<file path="src/rtl/sla_pkg.sv">
// Shared types and constants of the subsampled luma average block.
`timescale 1ns / 1ps

package sla_pkg;

	localparam int CFG_W       = 13;
	localparam int CFG_IDX_W   = 2;
	localparam int PIX_W       = 8;
	localparam int BRIGHT_W    = 17;
	localparam int SAMPLES_W   = 14;
	localparam int LUMA_W      = 24;
	localparam int WEIGHT_W    = 16;
	localparam int QUEUE_DEPTH = 4;

	localparam int DEF_MAX_WIDTH  = 4096;
	localparam int DEF_MAX_HEIGHT = 4096;
	localparam int DEF_GRID       = 64;

	localparam int RESET_SIZE = 64;

	// Rec.601 weights in Q16
	localparam logic [WEIGHT_W-1:0] W_RED   = 16'd19595;
	localparam logic [WEIGHT_W-1:0] W_GREEN = 16'd38470;
	localparam logic [WEIGHT_W-1:0] W_BLUE  = 16'd7471;

	typedef enum logic [CFG_IDX_W-1:0] {
		REG_FRAME_WIDTH   = 2'd0,
		REG_FRAME_HEIGHT  = 2'd1,
		REG_CHANNEL_ORDER = 2'd2
	} cfg_reg_t;

	typedef struct packed {
		logic             sampled;
		logic             last;
		logic [PIX_W-1:0] red;
		logic [PIX_W-1:0] green;
		logic [PIX_W-1:0] blue;
	} pix_entry_t;

endpackage

</file>
<file path="src/rtl/sla_config.sv">
// Configuration registers with size clamping and sampling step computation.
`timescale 1ns / 1ps

module sla_config import sla_pkg::*; #(
	parameter int MAX_WIDTH  = DEF_MAX_WIDTH,
	parameter int MAX_HEIGHT = DEF_MAX_HEIGHT,
	parameter int GRID       = DEF_GRID,
	localparam int XPOS_W    = $clog2(MAX_WIDTH),
	localparam int YPOS_W    = $clog2(MAX_HEIGHT),
	localparam int XSTEP_MAX = (MAX_WIDTH / GRID > 0) ? MAX_WIDTH / GRID : 1,
	localparam int YSTEP_MAX = (MAX_HEIGHT / GRID > 0) ? MAX_HEIGHT / GRID : 1,
	localparam int XSTEP_W   = $clog2(XSTEP_MAX + 1),
	localparam int YSTEP_W   = $clog2(YSTEP_MAX + 1)
) (
	input  logic                 clk,
	input  logic                 arst_n,
	input  logic                 cfg_valid,
	output logic                 cfg_ready,
	input  logic [CFG_IDX_W-1:0] cfg_index,
	input  logic [CFG_W-1:0]     cfg_data,
	output logic [XPOS_W-1:0]    x_last,
	output logic [YPOS_W-1:0]    y_last,
	output logic [XSTEP_W-1:0]   x_step,
	output logic [YSTEP_W-1:0]   y_step,
	output logic                 order
);

	localparam int MAX_SIZE  = (MAX_WIDTH > MAX_HEIGHT) ? MAX_WIDTH : MAX_HEIGHT;
	localparam int SZ_W      = ($clog2(MAX_SIZE + 1) > CFG_W) ? $clog2(MAX_SIZE + 1) : CFG_W;
	localparam int STEP_W    = (XSTEP_W > YSTEP_W) ? XSTEP_W : YSTEP_W;
	// exact floor division by GRID for any CFG_W-bit size
	localparam int RECIP_SH  = CFG_W + 9;
	localparam int PROD_W    = RECIP_SH + STEP_W;
	localparam int RECIP     = ((1 << RECIP_SH) + GRID - 1) / GRID;
	localparam int XSTEP_RST = (RESET_SIZE / GRID > 0) ? RESET_SIZE / GRID : 1;
	localparam int YSTEP_RST = XSTEP_RST;

	logic [SZ_W-1:0]   raw_c;
	logic [SZ_W-1:0]   limit_c;
	logic [SZ_W-1:0]   size_c;
	logic [SZ_W-1:0]   last_c;
	logic [PROD_W-1:0] prod_c;
	logic [STEP_W-1:0] quo_c;
	logic [STEP_W-1:0] step_c;
	logic [XPOS_W-1:0] x_last_q;
	logic [YPOS_W-1:0] y_last_q;
	logic [XSTEP_W-1:0] x_step_q;
	logic [YSTEP_W-1:0] y_step_q;
	logic              order_q;

	assign cfg_ready = 1'b1;

	always_comb begin
		raw_c   = SZ_W'(cfg_data);
		limit_c = (cfg_index == REG_FRAME_HEIGHT) ? SZ_W'(MAX_HEIGHT) : SZ_W'(MAX_WIDTH);
		if (raw_c == '0) begin
			size_c = SZ_W'(1);
		end else if (raw_c > limit_c) begin
			size_c = limit_c;
		end else begin
			size_c = raw_c;
		end
		last_c = size_c - SZ_W'(1);
		prod_c = PROD_W'(size_c) * PROD_W'(RECIP);
		quo_c  = prod_c[RECIP_SH +: STEP_W];
		step_c = (quo_c == '0) ? STEP_W'(1) : quo_c;
	end

	always_ff @(posedge clk or negedge arst_n) begin
		if (!arst_n) begin
			x_last_q <= XPOS_W'(RESET_SIZE - 1);
			y_last_q <= YPOS_W'(RESET_SIZE - 1);
			x_step_q <= XSTEP_W'(XSTEP_RST);
			y_step_q <= YSTEP_W'(YSTEP_RST);
			order_q  <= 1'b0;
		end else if (cfg_valid) begin
			case (cfg_index)
				REG_FRAME_WIDTH: begin
					x_last_q <= XPOS_W'(last_c);
					x_step_q <= XSTEP_W'(step_c);
				end
				REG_FRAME_HEIGHT: begin
					y_last_q <= YPOS_W'(last_c);
					y_step_q <= YSTEP_W'(step_c);
				end
				REG_CHANNEL_ORDER: begin
					order_q <= cfg_data[0];
				end
				default: begin
				end
			endcase
		end
	end

	assign x_last = x_last_q;
	assign y_last = y_last_q;
	assign x_step = x_step_q;
	assign y_step = y_step_q;
	assign order  = order_q;

endmodule

</file>
<file path="src/rtl/sla_front.sv">
// Front end: accepts pixels, tracks raster position and sampling phase, tags grid pixels.
`timescale 1ns / 1ps

module sla_front import sla_pkg::*; #(
	parameter int MAX_WIDTH  = DEF_MAX_WIDTH,
	parameter int MAX_HEIGHT = DEF_MAX_HEIGHT,
	parameter int GRID       = DEF_GRID,
	localparam int XPOS_W    = $clog2(MAX_WIDTH),
	localparam int YPOS_W    = $clog2(MAX_HEIGHT),
	localparam int XSTEP_MAX = (MAX_WIDTH / GRID > 0) ? MAX_WIDTH / GRID : 1,
	localparam int YSTEP_MAX = (MAX_HEIGHT / GRID > 0) ? MAX_HEIGHT / GRID : 1,
	localparam int XSTEP_W   = $clog2(XSTEP_MAX + 1),
	localparam int YSTEP_W   = $clog2(YSTEP_MAX + 1)
) (
	input  logic               clk,
	input  logic               arst_n,
	input  logic               push,
	output logic               full,
	input  logic [PIX_W-1:0]   first_byte,
	input  logic [PIX_W-1:0]   middle_byte,
	input  logic [PIX_W-1:0]   third_byte,
	input  logic [XPOS_W-1:0]  x_last,
	input  logic [YPOS_W-1:0]  y_last,
	input  logic [XSTEP_W-1:0] x_step,
	input  logic [YSTEP_W-1:0] y_step,
	input  logic               order,
	input  logic               q_full,
	output logic               q_push,
	output pix_entry_t         q_entry
);

	localparam int XPH_W  = (XSTEP_MAX > 1) ? $clog2(XSTEP_MAX) : 1;
	localparam int YPH_W  = (YSTEP_MAX > 1) ? $clog2(YSTEP_MAX) : 1;
	localparam int XCMP_W = XPH_W + 1;
	localparam int YCMP_W = YPH_W + 1;

	logic [XPOS_W-1:0] col_q;
	logic [YPOS_W-1:0] row_q;
	logic [XPH_W-1:0]  colph_q;
	logic [YPH_W-1:0]  rowph_q;
	logic              row_end;
	logic              frame_end;
	logic [XCMP_W-1:0] colph_inc;
	logic [YCMP_W-1:0] rowph_inc;
	logic [XPH_W-1:0]  colph_nx;
	logic [YPH_W-1:0]  rowph_nx;

	assign full   = q_full;
	assign q_push = push && !q_full;

	always_comb begin
		row_end   = col_q >= x_last;
		frame_end = row_end && (row_q >= y_last);
		colph_inc = XCMP_W'(colph_q) + XCMP_W'(1);
		rowph_inc = YCMP_W'(rowph_q) + YCMP_W'(1);
		colph_nx  = (colph_inc >= XCMP_W'(x_step)) ? '0 : XPH_W'(colph_inc);
		rowph_nx  = (rowph_inc >= YCMP_W'(y_step)) ? '0 : YPH_W'(rowph_inc);

		q_entry.sampled = (colph_q == '0) && (rowph_q == '0);
		q_entry.last    = frame_end;
		q_entry.red     = order ? first_byte : third_byte;
		q_entry.green   = middle_byte;
		q_entry.blue    = order ? third_byte : first_byte;
	end

	always_ff @(posedge clk or negedge arst_n) begin
		if (!arst_n) begin
			col_q   <= '0;
			row_q   <= '0;
			colph_q <= '0;
			rowph_q <= '0;
		end else if (q_push) begin
			if (frame_end) begin
				col_q   <= '0;
				row_q   <= '0;
				colph_q <= '0;
				rowph_q <= '0;
			end else if (row_end) begin
				col_q   <= '0;
				colph_q <= '0;
				row_q   <= row_q + YPOS_W'(1);
				rowph_q <= rowph_nx;
			end else begin
				col_q   <= col_q + XPOS_W'(1);
				colph_q <= colph_nx;
			end
		end
	end

endmodule

</file>
<file path="src/rtl/sla_queue.sv">
// Short queue of tagged pixels between the front end and the back end.
`timescale 1ns / 1ps

module sla_queue import sla_pkg::*; (
	input  logic       clk,
	input  logic       arst_n,
	input  logic       push,
	input  pix_entry_t push_entry,
	output logic       full,
	input  logic       pop,
	output logic       empty,
	output pix_entry_t head
);

	localparam int PTR_W = $clog2(QUEUE_DEPTH);
	localparam int CNT_W = $clog2(QUEUE_DEPTH + 1);

	pix_entry_t       slot_q [QUEUE_DEPTH];
	logic [PTR_W-1:0] wr_q;
	logic [PTR_W-1:0] rd_q;
	logic [CNT_W-1:0] fill_q;

	assign full  = fill_q == CNT_W'(QUEUE_DEPTH);
	assign empty = fill_q == '0;
	assign head  = slot_q[rd_q];

	always_ff @(posedge clk) begin
		if (push) begin
			slot_q[wr_q] <= push_entry;
		end
	end

	always_ff @(posedge clk or negedge arst_n) begin
		if (!arst_n) begin
			wr_q   <= '0;
			rd_q   <= '0;
			fill_q <= '0;
		end else begin
			if (push) begin
				wr_q <= wr_q + PTR_W'(1);
			end
			if (pop) begin
				rd_q <= rd_q + PTR_W'(1);
			end
			case ({push, pop})
				2'b10:   fill_q <= fill_q + CNT_W'(1);
				2'b01:   fill_q <= fill_q - CNT_W'(1);
				default: fill_q <= fill_q;
			endcase
		end
	end

endmodule

</file>
<file path="src/rtl/sla_back.sv">
// Back end: luma weighting, frame accumulation, serial mean divider and result register.
`timescale 1ns / 1ps

module sla_back import sla_pkg::*; #(
	parameter int MAX_WIDTH  = DEF_MAX_WIDTH,
	parameter int MAX_HEIGHT = DEF_MAX_HEIGHT
) (
	input  logic                 clk,
	input  logic                 arst_n,
	input  logic                 q_empty,
	input  pix_entry_t           q_head,
	output logic                 q_pop,
	output logic                 empty,
	input  logic                 pop,
	output logic [BRIGHT_W-1:0]  brightness,
	output logic [SAMPLES_W-1:0] samples_taken
);

	localparam int CNT_W  = $clog2(MAX_WIDTH * MAX_HEIGHT + 1);
	localparam int TOT_W  = CNT_W + LUMA_W;
	localparam int D_W    = CNT_W + PIX_W;
	localparam int BIT_W  = $clog2(BRIGHT_W);

	typedef enum logic [2:0] {
		DIV_IDLE = 3'b001,
		DIV_RUN  = 3'b010,
		DIV_DONE = 3'b100
	} div_state_t;

	div_state_t         div_state_q;
	logic               valid_s1;
	logic               sampled_s1;
	logic               last_s1;
	logic [LUMA_W-1:0]  luma_s1;
	logic [LUMA_W-1:0]  luma_c;
	logic               acc_fire;
	logic               s1_take;
	logic [TOT_W-1:0]   tot_q;
	logic [CNT_W-1:0]   cnt_q;
	logic [TOT_W-1:0]   tot_nx;
	logic [CNT_W-1:0]   cnt_nx;
	logic [D_W-1:0]     dvs_c;
	logic [TOT_W-1:0]   rem_q;
	logic [TOT_W-1:0]   dvs_q;
	logic [BRIGHT_W-1:0] quo_q;
	logic [CNT_W-1:0]   cnt_div_q;
	logic [BIT_W-1:0]   bit_q;
	logic               ge;
	logic               out_free;
	logic               out_valid_q;
	logic [BRIGHT_W-1:0] bright_q;
	logic [CNT_W-1:0]   samp_q;

	always_comb begin
		luma_c = LUMA_W'(W_RED) * LUMA_W'(q_head.red)
			+ LUMA_W'(W_GREEN) * LUMA_W'(q_head.green)
			+ LUMA_W'(W_BLUE) * LUMA_W'(q_head.blue);
		acc_fire = valid_s1 && !(last_s1 && (div_state_q != DIV_IDLE));
		s1_take  = !valid_s1 || acc_fire;
		q_pop    = s1_take && !q_empty;
		tot_nx   = tot_q + (sampled_s1 ? TOT_W'(luma_s1) : '0);
		cnt_nx   = cnt_q + CNT_W'(sampled_s1);
		dvs_c    = {cnt_nx, {PIX_W{1'b0}}} - D_W'(cnt_nx);
		ge       = rem_q >= dvs_q;
		out_free = !out_valid_q || pop;
	end

	always_ff @(posedge clk) begin
		if (q_pop) begin
			sampled_s1 <= q_head.sampled;
			last_s1    <= q_head.last;
			luma_s1    <= luma_c;
		end
	end

	always_ff @(posedge clk or negedge arst_n) begin
		if (!arst_n) begin
			valid_s1    <= 1'b0;
			tot_q       <= '0;
			cnt_q       <= '0;
			div_state_q <= DIV_IDLE;
			bit_q       <= '0;
			out_valid_q <= 1'b0;
		end else begin
			if (s1_take) begin
				valid_s1 <= !q_empty;
			end
			if (acc_fire) begin
				if (last_s1) begin
					tot_q <= '0;
					cnt_q <= '0;
				end else begin
					tot_q <= tot_nx;
					cnt_q <= cnt_nx;
				end
			end
			if (pop && (div_state_q != DIV_DONE)) begin
				out_valid_q <= 1'b0;
			end
			case (div_state_q)
				DIV_IDLE: begin
					if (acc_fire && last_s1) begin
						div_state_q <= DIV_RUN;
						bit_q       <= BIT_W'(BRIGHT_W - 1);
					end
				end
				DIV_RUN: begin
					bit_q <= bit_q - BIT_W'(1);
					if (bit_q == '0) begin
						div_state_q <= DIV_DONE;
					end
				end
				DIV_DONE: begin
					if (out_free) begin
						out_valid_q <= 1'b1;
						div_state_q <= DIV_IDLE;
					end
				end
				default: begin
					div_state_q <= DIV_IDLE;
				end
			endcase
		end
	end

	always_ff @(posedge clk) begin
		if ((div_state_q == DIV_IDLE) && acc_fire && last_s1) begin
			rem_q     <= tot_nx;
			dvs_q     <= TOT_W'(dvs_c) << (BRIGHT_W - 1);
			quo_q     <= '0;
			cnt_div_q <= cnt_nx;
		end else if (div_state_q == DIV_RUN) begin
			if (ge) begin
				rem_q <= rem_q - dvs_q;
			end
			quo_q <= {quo_q[BRIGHT_W-2:0], ge};
			dvs_q <= dvs_q >> 1;
		end
		if ((div_state_q == DIV_DONE) && out_free) begin
			bright_q <= quo_q;
			samp_q   <= cnt_div_q;
		end
	end

	assign empty         = !out_valid_q;
	assign brightness    = bright_q;
	assign samples_taken = SAMPLES_W'(samp_q);

endmodule

</file>
<file path="src/rtl/subsampled_luma_average_top.sv">
// Top level of the subsampled Rec.601 luma average block.
`timescale 1ns / 1ps

// Pixels of one frame are pushed in raster order at one pixel per clock; push is
// refused only when the four-entry pixel queue is full. Pixels on a grid of step
// max(1, size/GRID) in each direction are weighted with Q16 Rec.601 luma weights and
// summed. A pixel passes a queue slot and the weighting stage register before it is
// accumulated. On the frame's last pixel a restoring divider forms
// floor(total / (255 * count)), one quotient bit per cycle, and hands it to the result
// register. The divider runs alongside the next frame's accumulation; only a next
// frame end that reaches the back end while the divider is busy, still dividing or
// holding its quotient behind an unread result, holds the back end and fills the
// queue. Width and height writes are clamped to 1..MAX_WIDTH and 1..MAX_HEIGHT; the
// user must write configuration only with no frame in flight, which the block does
// not enforce.

module subsampled_luma_average_top import sla_pkg::*; #(
	parameter int MAX_WIDTH  = DEF_MAX_WIDTH,
	parameter int MAX_HEIGHT = DEF_MAX_HEIGHT,
	parameter int GRID       = DEF_GRID
) (
	input  logic                 clk,
	input  logic                 arst_n,
	input  logic                 push,
	output logic                 full,
	input  logic [PIX_W-1:0]     first_byte,
	input  logic [PIX_W-1:0]     middle_byte,
	input  logic [PIX_W-1:0]     third_byte,
	output logic                 empty,
	input  logic                 pop,
	output logic [BRIGHT_W-1:0]  brightness,
	output logic [SAMPLES_W-1:0] samples_taken,
	input  logic                 cfg_valid,
	output logic                 cfg_ready,
	input  logic [CFG_IDX_W-1:0] cfg_index,
	input  logic [CFG_W-1:0]     cfg_data
);

	localparam int XPOS_W    = $clog2(MAX_WIDTH);
	localparam int YPOS_W    = $clog2(MAX_HEIGHT);
	localparam int XSTEP_MAX = (MAX_WIDTH / GRID > 0) ? MAX_WIDTH / GRID : 1;
	localparam int YSTEP_MAX = (MAX_HEIGHT / GRID > 0) ? MAX_HEIGHT / GRID : 1;
	localparam int XSTEP_W   = $clog2(XSTEP_MAX + 1);
	localparam int YSTEP_W   = $clog2(YSTEP_MAX + 1);

	logic [XPOS_W-1:0]  x_last;
	logic [YPOS_W-1:0]  y_last;
	logic [XSTEP_W-1:0] x_step;
	logic [YSTEP_W-1:0] y_step;
	logic               order;
	logic               q_full;
	logic               q_push;
	pix_entry_t         q_entry;
	logic               q_pop;
	logic               q_empty;
	pix_entry_t         q_head;

	sla_config #(
		.MAX_WIDTH  (MAX_WIDTH),
		.MAX_HEIGHT (MAX_HEIGHT),
		.GRID       (GRID)
	) u_config (
		.clk       (clk),
		.arst_n    (arst_n),
		.cfg_valid (cfg_valid),
		.cfg_ready (cfg_ready),
		.cfg_index (cfg_index),
		.cfg_data  (cfg_data),
		.x_last    (x_last),
		.y_last    (y_last),
		.x_step    (x_step),
		.y_step    (y_step),
		.order     (order)
	);

	sla_front #(
		.MAX_WIDTH  (MAX_WIDTH),
		.MAX_HEIGHT (MAX_HEIGHT),
		.GRID       (GRID)
	) u_front (
		.clk         (clk),
		.arst_n      (arst_n),
		.push        (push),
		.full        (full),
		.first_byte  (first_byte),
		.middle_byte (middle_byte),
		.third_byte  (third_byte),
		.x_last      (x_last),
		.y_last      (y_last),
		.x_step      (x_step),
		.y_step      (y_step),
		.order       (order),
		.q_full      (q_full),
		.q_push      (q_push),
		.q_entry     (q_entry)
	);

	sla_queue u_queue (
		.clk        (clk),
		.arst_n     (arst_n),
		.push       (q_push),
		.push_entry (q_entry),
		.full       (q_full),
		.pop        (q_pop),
		.empty      (q_empty),
		.head       (q_head)
	);

	sla_back #(
		.MAX_WIDTH  (MAX_WIDTH),
		.MAX_HEIGHT (MAX_HEIGHT)
	) u_back (
		.clk           (clk),
		.arst_n        (arst_n),
		.q_empty       (q_empty),
		.q_head        (q_head),
		.q_pop         (q_pop),
		.empty         (empty),
		.pop           (pop),
		.brightness    (brightness),
		.samples_taken (samples_taken)
	);

endmodule

</file>
<file path="config.mk">
export PLATFORM = sky130hd
export DESIGN_NAME = subsampled_luma_average_top
export DESIGN_NICKNAME = d
export VERILOG_FILES = /design/src/rtl/sla_pkg.sv /design/src/rtl/sla_config.sv /design/src/rtl/sla_front.sv /design/src/rtl/sla_queue.sv /design/src/rtl/sla_back.sv /design/src/rtl/subsampled_luma_average_top.sv
export SDC_FILE = /design/constraint.sdc
export NUM_CORES = 1
export LEC_CHECK = 0
export BUFFER_PORTS_ARGS = -buffer_cell sky130_fd_sc_hd__clkbuf_2
export CORE_ASPECT_RATIO = 1.75
export CORE_UTILIZATION = 30
export CTS_CLUSTER_SIZE = 28
export DETAILED_ROUTE_END_ITERATION = 8
export GPL_TIMING_DRIVEN = 0
export PLACE_DENSITY_LB_ADDON = 0.08
export SLEW_MARGIN = 5
export SYNTH_ARGS = -nofsm -noshare
export SYNTH_HDL_FRONTEND = slang
export SYNTH_SLANG_ARGS = --single-unit
</file>
<file path="constraint.sdc">
create_clock -name clk -period 18.1 [get_ports clk]
set_input_delay 0.905 -clock clk [delete_from_list [all_inputs] [get_ports clk]]
set_output_delay 0.905 -clock clk [all_outputs]
set_load 0.01 [all_outputs]
</file>
==> flow_summary_export.csv <==
group,metric,value,unit
cells_and_area,syn_to_final_growth,12.6,%
floorplanning,initial_core_util,30.2,%
worst_setup_path,crit_top_cell,"fa_1",
cells_and_area,fin_area,36000,um^2
cts,path_clk_slew,60,ps
sta,min_period_over_period,55.4,%
detailed_routing,wl_per_cell,20.0,um
cells_and_area,layout-drive-gt1-share,9.22,%
yosys,syn_area,32000,um^2
sta,setup_viol,0,
global_route,grt_max_degree,68,
detailed_routing,avgViaCountPerCell,4.90,
cts,cts_buffers,50,
worst_setup_path,critPathRequiredTime,18430,ps
placed_design,dp_hpwl,75500,um
global_route,grt_pass1_wl,145000,um
yosys,async_flop_share,36.4,%
cells_and_area,final_core_utilization,34.0,%
detailed_routing,drc,0,
yosys,yosysTopAreaCell,"edfxtp_1",
global_route,grtUsageTotal,17.5,%
min_path,hold_class,"in -> async",
yosys,synth_edf_count,257,
detailed_routing,routed-via-count,23000,
global_route,antenna_found_initial,0,
yosys,ys_top_cells_by_count,"inv_1 (390), ha_1 (304), nand2_1 (297), edfxtp_1 (257), a21oi_1 (188)",
yosys,synth_ff_type,"edfxtp_1",
sta,clock_skew,22.0,ps
floorplanning,coreArea,106000,um^2
yosys,synth_nets,3634,
cts,postCtsSetupRepairBufs,0,
cells_and_area,diodes,0,
sta,slew_headroom,23.5,%
yosys,syn_inst,3164,
placed_design,gp_congestion,0.900,
placed_design,place_area,34200,um^2
worst_setup_path,critPathArrivalTime,10360,ps
sta,fmax,0.0997,GHz
worst_setup_path,max_stage_delay,800,ps
yosys,ys_ff_latch,456,
floorplanning,die_area,108000,um^2
detailed_routing,wl,93800,um
outcome,status,"complete, no violations",
sta,hold_ws,224,ps
floorplanning,die_height,434,um
floorplanning,die_w,249,um
cts,cts_max_level,2,
global_route,grt_pass1_vias,24800,
run,drv_cap,0,
yosys,yosysWarnings,0,
floorplanning,rows,158,
worst_setup_path,critPathMaxFanout,10,
yosys,seq_area_frac_synth,39.3,%
cts,insertion_delay,630,ps
sta,rsz0062_at_grt,"no",
yosys,syn_avg_cell_area,10.1,um^2
sta,worstMarginPinSlew,1140,ps
yosys,synth_most_common_cell,"inv_1",
yosys,synth_cell_types,101,
floorplanning,io_pins,78,
cells_and_area,fillers,10700,
yosys,synth_top_area_share,24.2,%
sta,setup_tns,0,ps
cts,tritoncts,"yes",
detailed_routing,ant_nets,0,
cts,holdBufCountCts,0,
sta,fin_crit,10030,ps
cts,cts-root-buf,"clkbuf_16",
global_route,grt_overflow,0,
worst_setup_path,setup.worst_path.end_class,"register",
sta,hold_violations,0,
worst_setup_path,critPathSlowestCell,"buf_1",
detailed_routing,drt-pass1-iter-count,8,
worst_setup_path,critPathLaunchType,"register",
cts,ctsResizeCount,0,
detailed_routing,dr.first_iter.drc_count,894,
sta,drv_slew,0,
placed_design,numPortBuffers,75,
cells_and_area,num-nets-final,3767,
cts,cts.sinks,456,
yosys,netlist_top_cells_area,"edfxtp_1 (24%), ha_1 (12%), dfrtp_1 (12%)",
cts,cts_buffer_depth,3,
worst_setup_path,path_class,"reg -> reg",
-- area by class of cell --
type	instances	area (um^2)	area share [%]
flip-flops and latches	456	12600	34.9
clock inverters	28	344	0.957
plain buffers	110	522	1.45
repair buffers	81	519	1.44
multi-input cells	2206	17400	48.5
clock buffers	66	1410	3.93
inverters	392	1470	4.09
well taps	1360	1700	4.73
-- metrics by stage --
step / instances / setup slack (ps)
floorplan: 3164 / 9660
global placement: 4599 / 7700
detailed placement: 4605 / 7730
CTS: 4699 / 7730
global route: 4699 / 7350
finish: 4699 / 8070
-- cells in the final DEF, fill, tap and decap left out, drive strengths merged, types with 122 or more instances in the layout --
cell type  netlist  routed
edfxtp         257     257
nor2           161     161
a21oi          194     194
nand2          297     297
o21ai          196     196
clkbuf          85     226
fa             122     122
dfrtp          151     151
inv            392     395
ha             304     304
-- layer usage --
layer / vias to the layer above / track usage, % / routed length [um]
li1: 11300 / - / -
met2: 361 / 36.1 / 53300
met3: 121 / 1.64 / 2120
met4: 0 / 6.95 / 3580
met5: - / 0 / 0
met1: 11200 / 17.6 / 34800
-- state kept, by name (all words and copies together) (netlist names), 2 cells and up --
register,cells
u_queue.slot_q,104
u_back.div_state_q,3
u_queue.rd_q,2
u_config.y_last,12
u_back.luma_s1,24
u_back.quo_q,17
u_back.bit_q,5
u_back.samp_q,14
u_back.dvs_q,49
u_back.rem_q,49
u_queue.wr_q,2
u_front.colph_q,6
u_back.cnt_div_q,14
u_front.col_q,12
u_front.rowph_q,6
u_back.tot_q,49
u_front.row_q,12
u_config.x_step,7
u_back.cnt_q,25
u_queue.fill_q,3
u_config.x_last,12
u_back.brightness,17
u_config.y_step,7
-- final timing paths --
| kind | startpoint | endpoint | slack (ps) | depth (start not counted) |
|---|---|---|---|---|
| min in group clk | u_back.cnt_div_q[0] | u_back.samp_q[0] | 410 | 0 |
| setup / recovery | u_queue.rd_q[0] | u_back.luma_s1[23] | 8070 | 31 |
| setup reg to reg | u_queue.rd_q[0] | u_back.luma_s1[23] | 8070 | 31 |
| hold reg to reg | u_back.cnt_div_q[0] | u_back.samp_q[0] | 410 | 0 |
| max in group asynchronous | arst_n | u_config.x_last[3] | 17080 | 2 |
| hold / removal | arst_n | u_queue.rd_q[0] | 220 | 1 |
-- critical path: cells and delay by family, from the launching register on --
family	cells	cell delay, ps
muxes	1	750
buffers and inverters	7	1760
AOI/OAI and AO/OA	8	1660
DFF	1	320
adders and majority gates	9	4150
and+or+nand+nor	4	630
xor gates and xnor gates	2	440
-- logic make-up after synthesis --
kind of cell / after synthesis / synth area share, %
AO/OA/AOI/OAI: 684 / 13.5
flip-flops: 456 / 39.3
XOR/XNOR: 194 / 5.34
other: 1 / 0.0117
AND/OR/NAND/NOR: 815 / 12.3
multiplexers: 86 / 3.80
adder cells (fa/ha/maj): 426 / 19.5
buffers and inverters: 502 / 6.23
Power is left out: the tool's default activity adds up to more than one toggle a clock period on the data nets, which glitch-free logic cannot reach.
